<file path="src/rtl/pdbs_mul.sv">
// Shared 32 by 32 unsigned multiplier with a registered product.
// Stand-alone; instantiated by projectile_drag_bounce_step.

module pdbs_mul (
  input  logic        clk,
  input  logic [31:0] mul_a,
  input  logic [31:0] mul_b,
  output logic [63:0] prod_r
);

  logic [63:0] prod_nxt;

  // One product per cycle, ready for the sequencer in the next cycle.
  assign prod_nxt = 64'(mul_a) * 64'(mul_b);

  always_ff @(posedge clk) begin
    prod_r <= prod_nxt;
  end

endmodule

</file>
<file path="config.mk">
export PLATFORM = sky130hd
export DESIGN_NAME = pdbs_mul
export DESIGN_NICKNAME = d
export VERILOG_FILES = /design/src/rtl/pdbs_mul.sv
export SDC_FILE = /design/constraint.sdc
export NUM_CORES = 2
export LEC_CHECK = 0
export ABC_CLOCK_PERIOD_IN_PS = 11410
export BUFFER_PORTS_ARGS = -buffer_cell sky130_fd_sc_hd__buf_4
export CAP_MARGIN = 20
export CORE_MARGIN = 5
export CORE_UTILIZATION = 66
export DETAILED_ROUTE_END_ITERATION = 7
export PLACE_DENSITY_LB_ADDON = 0.05
export SKIP_LAST_GASP = 1
export SLEW_MARGIN = 20
export SYNTH_ARGS = -nofsm -noshare
export SYNTH_HDL_FRONTEND = slang
export SYNTH_SLANG_ARGS = --single-unit
</file>
<file path="constraint.sdc">
create_clock -name clk -period 11.41 [get_ports clk]
set_clock_uncertainty 0.15 [all_clocks]
set_input_delay 1.7115 -clock clk [delete_from_list [all_inputs] [get_ports clk]]
set_output_delay 1.7115 -clock clk [all_outputs]
set_load 0.05 [all_outputs]
</file>
==> flow_metrics.py <==
metrics = {
    "run_status": {
        "status": "complete, no violations",
    },
    "critical_path": {
        "crit_type": "in -> reg",
        "crit_family": "adder cells",
        "cp_slowest_cell": "a31oi_1",
        "arrival_ns": 9.48,
        "crit_top_cell": "fa_1",
        "worstPathCellList": "buf_4 -> nand2_1 -> fa_1 -> inv_1 -> fa_1 -> fa_1 -> fa_1 -> fa_1 -> fa_1 -> fa_1 -> inv_1 -> fa_1 -> inv_1 -> ha_1 -> nand4_1 -> or4_1 -> or3_1 -> a31oi_1 -> a31o_2 -> a211oi_1 -> o21ai_1 -> xor2_1",
        "worst-path-buf-inv": 4,
        "start_kind": "input port",
        "critPathCaptureType": "flip-flop",
        "worst_path_largest_cell_delay_ns": 0.59,
        "crit_required_ns": 11.52,
        "worstPathMaxFanout": 32,
    },
    "drt": {
        "remaining_drc_errors": 0,
        "vias": 25400,
        "dr.pass1.iters": 5,
        "drt-total-wl_mm": 95.7,
        "routed_via_density": 5.81,
        "ant_nets": 0,
        "wire_per_inst_um": 21.9,
        "drtIter0Drc": 1561,
    },
    "floorplanning": {
        "die_area_mm2": 0.0571,
        "coreArea_mm2": 0.0522,
        "pin_count": 129,
        "die_w_um": 239,
        "fp-row-count": 84,
        "die_h_um": 239,
        "start_util_pct": 66.3,
    },
    "hold_path": {
        "hold_class": "in -> reg",
    },
    "grt": {
        "grt_overflow": 0,
        "antenna_found_initial": 0,
        "grt_pass1_wl_mm": 154,
        "grt_max_degree": 33,
        "grt.busiest_layer": "met2",
        "grtUsageMet1_pct": 41.0,
        "grt_util_met3_pct": 5.42,
        "grt_usage_pct": 35.0,
        "grt_pass1_vias": 28800,
        "met2_usage_pct": 61.5,
    },
    "timing": {
        "timing.final.crit_share_pct": 82.1,
        "hold_viol_final": 0,
        "fmax_ghz": 0.107,
        "final_max_slew_viol_count": 0,
        "period_needed_ns": 9.37,
        "finalSetupViolCount": 0,
        "slew_headroom_pct": 38.4,
        "worst_pin_slew_ns": 0.918,
        "rsz0062_at_grt": "false",
        "finalSetupTns_ns": 0,
    },
    "logic_synthesis": {
        "synth_area_leaders": "fa_1, and2_1, ha_1",
        "yosysMostFrequentCell": "fa_1",
        "synth_common_cells": "fa_1, inv_1, and2_1",
        "synth_cells": 3758,
        "ys_types": 56,
        "synth.yosys.seq_area_share_pct": 3.70,
        "ys.flop_type": "dfxtp_1",
        "syn-mean-instance-area_um2": 9.21,
        "synth_nets": 4982,
        "synth-edff-count": 0,
        "ys_ff_latch": 64,
        "async_reset_ff_share_pct": 0,
        "syn_area_mm2": 0.0346,
        "synth_top_area_share_pct": 51.8,
        "synth_area_leader_cell": "fa_1",
        "yosysWarnings": 0,
    },
    "cells_and_area": {
        "nNetsFinal": 4894,
        "area_growth_pct": 3.72,
        "fillCellCount": 4231,
        "reg_top3": "prod_r (64)",
        "top_register": "prod_r",
        "drive_gt1_share_pct": 4.22,
        "multi_input_area_mm2": 0.0292,
        "design_area_mm2": 0.0359,
        "largest_reg_flops": 64,
        "seq_area_mm2": 0.00128,
    },
    "clock_network": {
        "cts_buffers": 9,
        "cts_sinks": 64,
        "ctsHoldBuffers": 0,
        "root_buffer": "clkbuf_16",
        "h-tree-depth": 3,
        "cts_setup_buffers": 0,
        "clkTransAtPathRegs_ns": 0.06,
        "cts_resized": 0,
        "clockBufferDepth": 2,
        "cts_tree": "done",
    },
    "place": {
        "placed_area_mm2": 0.0356,
        "dp_hpwl_mm": 73.9,
        "gp_routability_congestion": 0.966,
        "io_buffers": 128,
    },
    "job": {
        "drv_cap": 0,
    },
}
## through the flow
| step | std cells | util (%) | hold slack, ns | setup WS (ns) |
|---|---|---|---|---|
| 2_1_floorplan | 3758 | - | 1.69 | 2.80 |
| 3_3_place_gp | 4347 | 68.1 | 2.01 | 1.96 |
| 3_5_place_dp | 4347 | 68.1 | 2.01 | 1.82 |
| 4_1_cts | 4363 | 68.8 | 1.72 | 2.13 |
| 5_1_grt | 4363 | 68.8 | 1.73 | 1.75 |
| 6_report | 4364 | 68.8 | 1.74 | 2.04 |
## cell families after synthesis
family | count (synthesis) | synth area share, %
buf+inv | 1090 | 11.9
compound gates | 205 | 3.92
flops | 64 | 3.70
xor+xnor | 59 | 1.49
mux | 1 | 0.0289
fa+ha+maj | 1159 | 61.3
simple gates | 1180 | 17.7
## path summary, 6_finish.rpt
path / end / from / cells past startpoint / slack [ns]
worst max-delay path: prod_r[62] / mul_b[23] / 22 / 2.04
worst min-delay path: prod_r[0] / mul_a[0] / 2 / 1.74
## cells in the final DEF, fill, tap and decap left out, drive strengths merged, types with 3 or more instances in the layout
master and n:
xnor2 33, xor2 26, a21boi 3, a31oi 12
nor2 21, dfxtp 64, nand2 478, and4 4
a211oi 4, buf 128, nor3 5, fa 896
ha 263, inv 865, clkbuf 9, and3 14
a21o 37, o21ai 30, o221ai 3, o211ai 3
o21bai 10, o21a 8, and2 603, nand4 24
or4 3, a221o 4, a311oi 3, nand3 12
or3 5, a21oi 70, or2 4
## routing by layer
layer | vias to the layer above | share of wire (%)
li1 | 10700 | -
met5 | - | 0
met2 | 1105 | 52
met4 | 0 | 7.4
met3 | 330 | 6.4
met1 | 13300 | 35
## final cells by class
type,count,area share (%)
Multi-Input combinational cell,2604,81.4
Inverter,863,9.02
Sequential cell,64,3.57
Timing Repair Buffer,128,2.68
Tap cell,688,2.40
Clock buffer,9,0.627
Clock inverter,7,0.286
Antenna cell,1,0.00697
Power is not shown: default switching activity piles up to over one toggle a cycle in this logic, so the estimate is an artifact.
