File: src/rtl/pdbs_pkg.sv
// Shared types, constants and fixed-point helpers for the projectile step block.
// Used by pdbs_isqrt and projectile_drag_bounce_step; depends on nothing else.

package pdbs_pkg;

  // Default number of fraction bits of the state format (Q20.12).
  localparam int FRAC_BITS_DEF = 12;
  // Fraction bits of the time step (unsigned Q4.12).
  localparam int TS_FRAC = 12;
  // Fraction bits of the bounce and friction factors (Q0.16).
  localparam int FACTOR_FRAC = 16;
  localparam logic [31:0] BOUNCE_Q16   = 32'd39322;
  localparam logic [31:0] FRICTION_Q16 = 32'd58982;

  // Whole-pixel reset values of the particle state.
  localparam int POS_X_RST = 640;
  localparam int POS_Y_RST = 400;
  localparam int VEL_X_RST = 10;
  localparam int VEL_Y_RST = 12;

  // Register indexes of the configuration port.
  localparam int CFG_IDX_W = 3;
  localparam logic [CFG_IDX_W-1:0] CFG_DRAG_COEFF    = 3'd0;
  localparam logic [CFG_IDX_W-1:0] CFG_GRAVITY       = 3'd1;
  localparam logic [CFG_IDX_W-1:0] CFG_ARENA_WIDTH   = 3'd2;
  localparam logic [CFG_IDX_W-1:0] CFG_ARENA_HEIGHT  = 3'd3;
  localparam logic [CFG_IDX_W-1:0] CFG_SPRITE_WIDTH  = 3'd4;
  localparam logic [CFG_IDX_W-1:0] CFG_SPRITE_HEIGHT = 3'd5;

  // Configuration reset values.
  localparam logic [15:0] DRAG_COEFF_RST    = 16'd328;
  localparam logic [11:0] GRAVITY_RST       = 12'd300;
  localparam logic [11:0] ARENA_WIDTH_RST   = 12'd1280;
  localparam logic [11:0] ARENA_HEIGHT_RST  = 12'd800;
  localparam logic [11:0] SPRITE_WIDTH_RST  = 12'd96;
  localparam logic [11:0] SPRITE_HEIGHT_RST = 12'd96;

  // Operation codes carried in the input tuser.
  localparam logic OP_TICK = 1'b0;
  localparam logic OP_LOAD = 1'b1;

  // Number of iterations of the square root unit, one result bit each.
  localparam int SQRT_STEPS = 32;

  localparam logic signed [65:0] S32_MAX = 66'sh0_7FFF_FFFF;
  localparam logic signed [65:0] S32_MIN = -66'sh0_8000_0000;

  // A 32-bit value together with a flag that says it was clipped.
  typedef struct packed {
    logic               clip;
    logic signed [31:0] val;
  } sat_t;

  // Request to the square root unit.
  typedef struct packed {
    logic        start;
    logic [63:0] radicand;
  } sqrt_req_t;

  // Response of the square root unit; root is valid while done is high.
  typedef struct packed {
    logic        done;
    logic [31:0] root;
  } sqrt_rsp_t;

  // Clip a wide signed value to the signed 32-bit range.
  function automatic sat_t sat32(input logic signed [65:0] v);
    sat_t r;
    if (v > S32_MAX) begin
      r.clip = 1'b1;
      r.val  = 32'sh7FFF_FFFF;
    end else if (v < S32_MIN) begin
      r.clip = 1'b1;
      r.val  = 32'sh8000_0000;
    end else begin
      r.clip = 1'b0;
      r.val  = v[31:0];
    end
    return r;
  endfunction

  // Magnitude of a signed 32-bit value; the most negative value gives 2^31.
  function automatic logic [31:0] mag32(input logic signed [31:0] v);
    return v[31] ? (~v + 32'd1) : v;
  endfunction

  // Floored right shift of a signed value given as sign and magnitude.
  function automatic logic signed [65:0] floor_shift(input logic [63:0] m,
                                                     input logic        neg,
                                                     input logic [4:0]  s);
    logic [64:0] mask;
    logic [64:0] q;
    mask = (65'd1 << s) - 65'd1;
    q    = neg ? ((65'(m) + mask) >> s) : (65'(m) >> s);
    return neg ? -$signed({1'b0, q}) : $signed({1'b0, q});
  endfunction

endpackage

File: src/rtl/pdbs_isqrt.sv
// Iterative floored integer square root of a 64-bit value, one root bit a cycle.
// Depends on pdbs_pkg for the request and response types.

module pdbs_isqrt (
  input  logic                clk,
  input  logic                rst_n,
  input  pdbs_pkg::sqrt_req_t req,
  output pdbs_pkg::sqrt_rsp_t rsp
);

  localparam int CNT_W = $clog2(pdbs_pkg::SQRT_STEPS);
  localparam logic [CNT_W-1:0] CNT_LAST = CNT_W'(pdbs_pkg::SQRT_STEPS - 1);
  localparam logic [63:0] BIT_START = 64'd1 << (2 * pdbs_pkg::SQRT_STEPS - 2);

  logic [63:0]      rem_r, rem_nxt;
  logic [63:0]      res_r, res_nxt;
  logic [63:0]      bit_r, bit_nxt;
  logic [CNT_W-1:0] cnt_r, cnt_nxt;
  logic             busy_r, busy_nxt;
  logic             done_r, done_nxt;

  // Restoring square root: try res + bit against the remainder each step.
  always_comb begin
    logic [63:0] trial;
    trial    = res_r + bit_r;
    rem_nxt  = rem_r;
    res_nxt  = res_r;
    bit_nxt  = bit_r;
    cnt_nxt  = cnt_r;
    busy_nxt = busy_r;
    done_nxt = 1'b0;
    if (req.start) begin
      rem_nxt  = req.radicand;
      res_nxt  = 64'd0;
      bit_nxt  = BIT_START;
      cnt_nxt  = '0;
      busy_nxt = 1'b1;
    end else if (busy_r) begin
      if (rem_r >= trial) begin
        rem_nxt = rem_r - trial;
        res_nxt = (res_r >> 1) + bit_r;
      end else begin
        res_nxt = res_r >> 1;
      end
      bit_nxt = bit_r >> 2;
      cnt_nxt = cnt_r + CNT_W'(1);
      if (cnt_r == CNT_LAST) begin
        busy_nxt = 1'b0;
        done_nxt = 1'b1;
      end
    end
  end

  always_ff @(posedge clk) begin
    if (!rst_n) begin
      busy_r <= 1'b0;
      done_r <= 1'b0;
    end else begin
      busy_r <= busy_nxt;
      done_r <= done_nxt;
    end
    rem_r <= rem_nxt;
    res_r <= res_nxt;
    bit_r <= bit_nxt;
    cnt_r <= cnt_nxt;
  end

  assign rsp.done = done_r;
  assign rsp.root = res_r[31:0];

endmodule

File: config.mk
export PLATFORM = sky130hd
export DESIGN_NAME = pdbs_isqrt
export DESIGN_NICKNAME = d
export VERILOG_FILES = /design/src/rtl/pdbs_pkg.sv /design/src/rtl/pdbs_isqrt.sv
export SDC_FILE = /design/constraint.sdc
export NUM_CORES = 1
export LEC_CHECK = 0
export BUFFER_PORTS_ARGS = -buffer_cell sky130_fd_sc_hd__buf_4
export CELL_PAD_IN_SITES_DETAIL_PLACEMENT = 1
export CELL_PAD_IN_SITES_GLOBAL_PLACEMENT = 1
export CORE_MARGIN = 10
export CORE_UTILIZATION = 47
export CTS_BUF_LIST = sky130_fd_sc_hd__clkbuf_16
export DETAILED_ROUTE_END_ITERATION = 8
export GPL_TIMING_DRIVEN = 0
export PLACE_DENSITY_LB_ADDON = 0.2
export SETUP_SLACK_MARGIN = 0.02
export SYNTH_ARGS = -nofsm -noshare
export SYNTH_HDL_FRONTEND = slang
export SYNTH_SLANG_ARGS = --single-unit
File: constraint.sdc
create_clock -name clk -period 8.95 [get_ports clk]
set_clock_uncertainty 0.05 [all_clocks]
set_input_delay 1.79 -clock clk [delete_from_list [all_inputs] [get_ports clk]]
set_output_delay 1.79 -clock clk [all_outputs]
set_load 0.05 [all_outputs]
==> impl_metrics.json, run 1 <==
{
  "status": "completed",
  "fin_ws_ns": 1.51,
  "drive_above_1_share_pct": 12.3,
  "synth_ff_type": "dfxtp_1",
  "post_cts_buffers": 0,
  "instances_no_fill": 2560,
  "core_area_um2": 32800,
  "synthCells": 1988,
  "io_pins": 100,
  "grt_max_degree": 35,
  "relSlewSlack_pct": 15.6,
  "vias": 16100,
  "design_area_um2": 17600,
  "worst-setup-path-type": "reg2reg",
  "worst_slew_pin_slew_ns": 1.27,
  "port_buffers": 98,
  "multi_input_area_um2": 10800,
  "wl_per_cell_um": 23.6,
  "cts_sinks": 167,
  "synth_area_per_cell_um2": 7.91,
  "cts_hold_buf": 0,
  "p_clk_share_pct": 15.0,
  "p_leak_nw": 6.93,
  "grt_pass1_wl_um": 93200,
  "synthArstFlopShare_pct": 0,
  "grt_overflow": 0,
  "die_y_um": 203,
  "fmax_mhz": 134,
  "die_w_um": 203,
  "cp_data_required_time_ns": 9.11,
  "clockBufferDepth": 2,
  "synth_cell_type_count": 94,
  "p_comb_share_pct": 62.5,
  "tns_ns": 0,
  "final-seq-area_um2": 3980,
  "viasPerCell": 6.30,
  "critPathMaxFanout": 34,
  "grt_pass1_vias": 16500,
  "ys.warnings.count": 0,
  "drt-pass1-iter-count": 5,
  "final_util_pct": 53.8,
  "ys_ff_latch": 167,
  "setup_viol": 0,
  "clkTransAtPathRegs_ns": 0.07,
  "synth_edf_count": 64,
  "syn-num-nets": 2188,
  "p_sw_mw": 2.59,
  "drc": 0,
  "end_kind": "register",
  "hpwl_um": 45900,
  "antenna_found_initial": 0,
  "worstPathArrival_ns": 7.59,
  "yosysSeqAreaShare_pct": 25.3,
  "power.internal_mw": 2.63,
  "max-vdd-ir-drop_mv": 0.155,
  "ys_top_cells_by_count": "nand2_1 (221), nor2_1 (212), o21ai_0 (157)",
  "cts_buffers": 17,
  "post-synth-top-count-cell": "nand2_1",
  "p_sw_share_pct": 49.5,
  "dp.cells": 2529,
  "synthTopCellsByArea": "dfxtp_1 (13%), edfxtp_1 (12%), ha_1 (11%)",
  "htree_levels": 4,
  "critPathLaunchType": "register",
  "hold_viol": 0,
  "max_cap_viol_count": 0,
  "drtIter0Drc": 1352,
  "synth_top_area_share_pct": 13.1,
  "synth_area_um2": 15700,
  "area_growth_pct": 12.1,
  "clk_latency_ns": 0.48,
  "rsz0062_at_grt": "no",
  "fillers": 4106,
  "start_util_pct": 48.0,
  "fp-row-count": 66,
  "globalplace.congestion": 0.951,
  "post-synth-top-area-cell": "dfxtp_1",
  "die_area_um2": 41200,
  "ant_nets": 0,
  "antenna_cells": 0,
  "powerDensity_nw_per_um2": 296,
  "cts_resized": 0,
  "seq_power_share_pct": 22.5,
  "drt-total-wl_um": 60300,
  "slew_violations": 0,
  "hp-class": "reg2reg",
  "cts_tree": "done",
  "period_needed_ns": 7.44,
  "nets": 2306,
  "pre_cts_ws_ns": 1.67,
  "place_area_um2": 17000,
  "grt_usage_pct": 28.5,
  "period_share_pct": 83.1,
  "cts-root-buf": "clkbuf_16"
}
==> cells in the final DEF, fill, tap and decap left out, types with 31 or more instances in the layout <==
cell type    n
a21oi_1    125
nor3_1      35
edfxtp_1    64
buf_4      135
ha_1       132
nand3_1     31
a21o_1      33
inv_1       54
xor2_1      66
mux2i_1     49
nor2_1     212
nand2_1    220
a211oi_1    35
xnor2_1     79
a31oi_1     51
nand4_1     42
dfxtp_1    103
o21ai_0    157
clkbuf_1    82
==> cell families (layout without fill, tap and decap cells) <==
kind of cell | Yosys count | after routing | share of synthesized area, %
AOI/OAI and AO/OA | 610 | 610 | 26.1
xor gates and xnor gates | 145 | 145 | 8.07
adders and majority gates | 133 | 133 | 10.6
buffers and inverters | 201 | 331 | 6.17
DFF | 167 | 167 | 25.3
muxes | 56 | 56 | 3.62
and+or+nand+nor | 676 | 676 | 20.1
==> registers in the layout, indices dropped and copies added, names as in the netlist <==
| signal | cells |
|---|---|
| res_r | 64 |
| done_r | 1 |
| bit_r | 32 |
| cnt_r | 5 |
| rem_r | 64 |
| busy_r | 1 |
==> final cells by class <==
cell class                 instances  share of cell area, %
sequential                       167                   22.6
clock buffer                      20                   2.84
multi-input combinational       1620                   61.1
tap                              442                   3.14
timing repair buffer              99                   4.28
clock inverter                    11                  0.532
inverter                          53                   1.13
buffer                           148                   4.38
==> path summary, 6_finish.rpt <==
| check | cells after the start | slack (ns) | start | to |
|---|---|---|---|---|
| max | 25 | 1.51 | res_r[4]$_SDFFE_PP0P_ | rem_r[50]$_DFFE_PP_ |
| min | 2 | 0.47 | res_r[0]$_SDFFE_PP0P_ | res_r[0]$_SDFFE_PP0P_ |
| max reg2reg | 25 | 1.51 | res_r[4]$_SDFFE_PP0P_ | rem_r[50]$_DFFE_PP_ |
| min reg2reg | 2 | 0.47 | res_r[0]$_SDFFE_PP0P_ | res_r[0]$_SDFFE_PP0P_ |
==> power groups by stage <==
stage	sequential (mW)	clock, mW	combinational (mW)
after global placement	1.18	0	3.05
after global routing	1.19	0.820	3.52
after floorplan	1.13	0	2.27
after detailed placement	1.18	0	3.15
after CTS	1.17	0.791	3.18
final	1.17	0.785	3.26
==> metrics by stage <==
stage / hold slack, ns / total power [mW]
after floorplan: 0.417 / 3.40
after global placement: 0.434 / 4.23
after detailed placement: 0.471 / 4.33
after CTS: 0.483 / 5.14
after global routing: 0.508 / 5.53
final: 0.474 / 5.22
==> metal layers <==
layer	global-route usage, %	share of wire [%]	up-vias
met5	0	0	-
met2	44.6	45	542
li1	-	-	7530
met1	38.4	46	7946
met3	5.00	6.2	119
met4	10.5	2.9	0
==> worst max-delay path, stage by stage (launching register included) <==
cell	delay [ns]
dfxtp_1	0.40
ha_1	0.45
nand4_1	0.13
o21ai_1	0.54
a21o_1	0.26
a211oi_1	0.12
nand2b_1	0.16
and2_4	0.17
o41a_1	0.45
o41ai_2	0.62
a221oi_2	0.13
xor2_1	0.28
ha_1	0.30
buf_6	0.14
and3_4	0.19
a221oi_2	0.29
o21a_1	0.26
o21ai_1	0.14
nor4b_2	0.31
a221oi_2	0.17
a21oi_2	0.27
buf_6	0.21
buf_6	0.19
nand2b_1	0.23
nand2_4	0.31
buf_12	0.36
No activity file was read; power rests on OpenSTA's default activity.
==> run 2, diff against run 1 <==
CORE_UTILIZATION = 43   (was 47)
clock period = 6.3 ns   (was 8.95 ns; I/O delays follow)
==> run 2 against run 1 <==
Critical path depth is 1 higher. Critical endpoint is now rem_r[54]$_DFFE_PP_. Core utilization shrank 1.3 points. First-iteration DRC count down 9.2%. Clock power rose by 46%. Non-clock buffer count grew 50. Highest routed layer unchanged. Cell count is 2.8% higher.
==> impl_metrics.json, run 2 (synthesis results as in run 1) <==
{
  "status": "completed",
  "cts_sinks": 167,
  "hold_viol": 0,
  "setup_viol": 0,
  "cts_buffers": 17,
  "die_area_um2": 44600,
  "grt-busiest-layer": "met2",
  "fin_ws_ns": 0.0837,
  "cts_tree": "done",
  "pre_cts_ws_ns": -0.973,
  "io_pins": 100,
  "final_util_pct": 52.5,
  "clk_latency_ns": 0.47,
  "p_sw_share_pct": 48.9,
  "hpwl_um": 46600,
  "port_buffers": 98,
  "critPathMaxFanout": 8,
  "rsz0062_at_grt": "yes",
  "die_w_um": 211,
  "drt-total-wl_um": 63600,
  "grt_overflow": 0,
  "vias": 16500,
  "fmax_mhz": 161,
  "cts_hold_buf": 0,
  "die_y_um": 211,
  "power.internal_mw": 4.06,
  "cp_common_cell": "buf_12",
  "nets": 2357,
  "clockBufferDepth": 2,
  "powerDensity_nw_per_um2": 423,
  "drive_above_1_share_pct": 18.2,
  "wl_per_cell_um": 24.2,
  "crit_slowest_cell": "a221oi_4",
  "drc": 0,
  "period_share_pct": 98.7,
  "max-vdd-ir-drop_mv": 0.276,
  "place_area_um2": 17100,
  "whs_ns": 0.466,
  "cts-root-buf": "clkbuf_16",
  "layout_common_cells": "nand2_1 (218), nor2_1 (211), buf_4 (175), o21ai_0 (154)",
  "grt_pass1_wl_um": 95800,
  "fp-row-count": 69,
  "viasPerCell": 6.28,
  "slowest_delay_ns": 0.47,
  "core_area_um2": 35800,
  "use_met2_pct": 43.8,
  "largestRegisters": "rem_r: 64 flops, res_r: 64 flops, bit_r: 32 flops",
  "globalplace.congestion": 0.940,
  "grt_usage_pct": 27.4,
  "period_needed_ns": 6.22,
  "antenna_found_initial": 1,
  "worstPathArrival_ns": 6.37,
  "p_sw_mw": 3.89,
  "area_growth_pct": 19.6,
  "design_area_um2": 18800,
  "p_total_mw": 7.95,
  "use_met1_pct": 37.8,
  "start_util_pct": 43.9,
  "worst_slew_pin_slew_ns": 1.30,
  "multi_input_area_um2": 11200,
  "p_clk_share_pct": 14.4,
  "clkTransAtPathRegs_ns": 0.08,
  "drt-pass1-iter-count": 5,
  "fillers": 4363,
  "seq_power_share_pct": 21.1,
  "final_common_cell": "nand2_1",
  "slew_violations": 0,
  "hp-class": "reg2reg",
  "grt_max_degree": 18,
  "max_cap_viol_count": 0,
  "grtUsageMet3_pct": 3.87,
  "cp_data_required_time_ns": 6.45,
  "p_comb_share_pct": 64.5,
  "htree_levels": 4,
  "critPathLaunchType": "register",
  "worst-setup-path-type": "reg2reg",
  "grt_pass1_vias": 16500,
  "dp.cells": 2548,
  "relSlewSlack_pct": 13.6,
  "instances_no_fill": 2632,
  "tns_ns": 0,
  "p_leak_nw": 7.44,
  "final-seq-area_um2": 4020,
  "ant_nets": 0,
  "drtIter0Drc": 1228,
  "end_kind": "register"
}
## run 2: changes by cell type in the layout (fill, tap and decap cells not counted), moves of 7 or more
cell,previous run,this run
buf_4,135,175
dfxtp_1,103,84
dfxtp_2,0,15
ha_1,132,118
clkbuf_1,82,72
ha_4,0,8
a21oi_1,125,118
clkbuf_2,2,9
## run 2: final cells by class
| type | instances | area share, % |
|---|---|---|
| Antenna cell | 1 | 0.0133 |
| Buffer | 146 | 4.28 |
| Sequential cell | 167 | 21.4 |
| Clock buffer | 18 | 2.40 |
| Inverter | 53 | 1.06 |
| Tap cell | 461 | 3.07 |
| Clock inverter | 14 | 0.812 |
| Multi-Input combinational cell | 1621 | 59.8 |
| Timing Repair Buffer | 151 | 7.19 |
## run 2: final timing paths
| check | from | end | slack [ns] | depth (start not counted) |
|---|---|---|---|---|
| setup / recovery | res_r[10]$_SDFFE_PP0P_ | rem_r[54]$_DFFE_PP_ | 0.08 | 26 |
| hold / removal | res_r[0]$_SDFFE_PP0P_ | res_r[0]$_SDFFE_PP0P_ | 0.47 | 2 |
| setup reg to reg | res_r[10]$_SDFFE_PP0P_ | rem_r[54]$_DFFE_PP_ | 0.08 | 26 |
| hold reg to reg | res_r[0]$_SDFFE_PP0P_ | res_r[0]$_SDFFE_PP0P_ | 0.47 | 2 |
## run 2: layer usage
layer,wire length [um],share of wire (%)
met3,4430,7.0
met2,29200,46
met5,0,0
met4,1330,2.1
met1,28700,45
## run 2: repair_timing
item / CTS / global route
endpoints found under the hold margin: 0 / 0
setup endpoints to repair: 137 / 134
resized for setup: 60 / 73
buffers inserted: 18 / 26
gates cloned: 7 / 2
pin swaps: 14 / 30
## run 2: power by group through the flow
stage | Combinational, mW | Sequential (mW) | Clock (mW)
after floorplan | 3.22 | 1.60 | 0
final | 5.13 | 1.67 | 1.15
after CTS | 4.78 | 1.66 | 1.15
after global routing | 5.54 | 1.69 | 1.19
after global placement | 4.36 | 1.67 | 0
after detailed placement | 4.49 | 1.68 | 0
## run 2: worst max-delay path, delay by kind of cell (launching register included)
family          cells  cell delay (ns)
flops               1             0.39
fa+ha+maj           2             0.62
simple gates        9             1.73
buf+inv             8             1.40
compound gates      6             1.61
xor+xnor            1             0.12
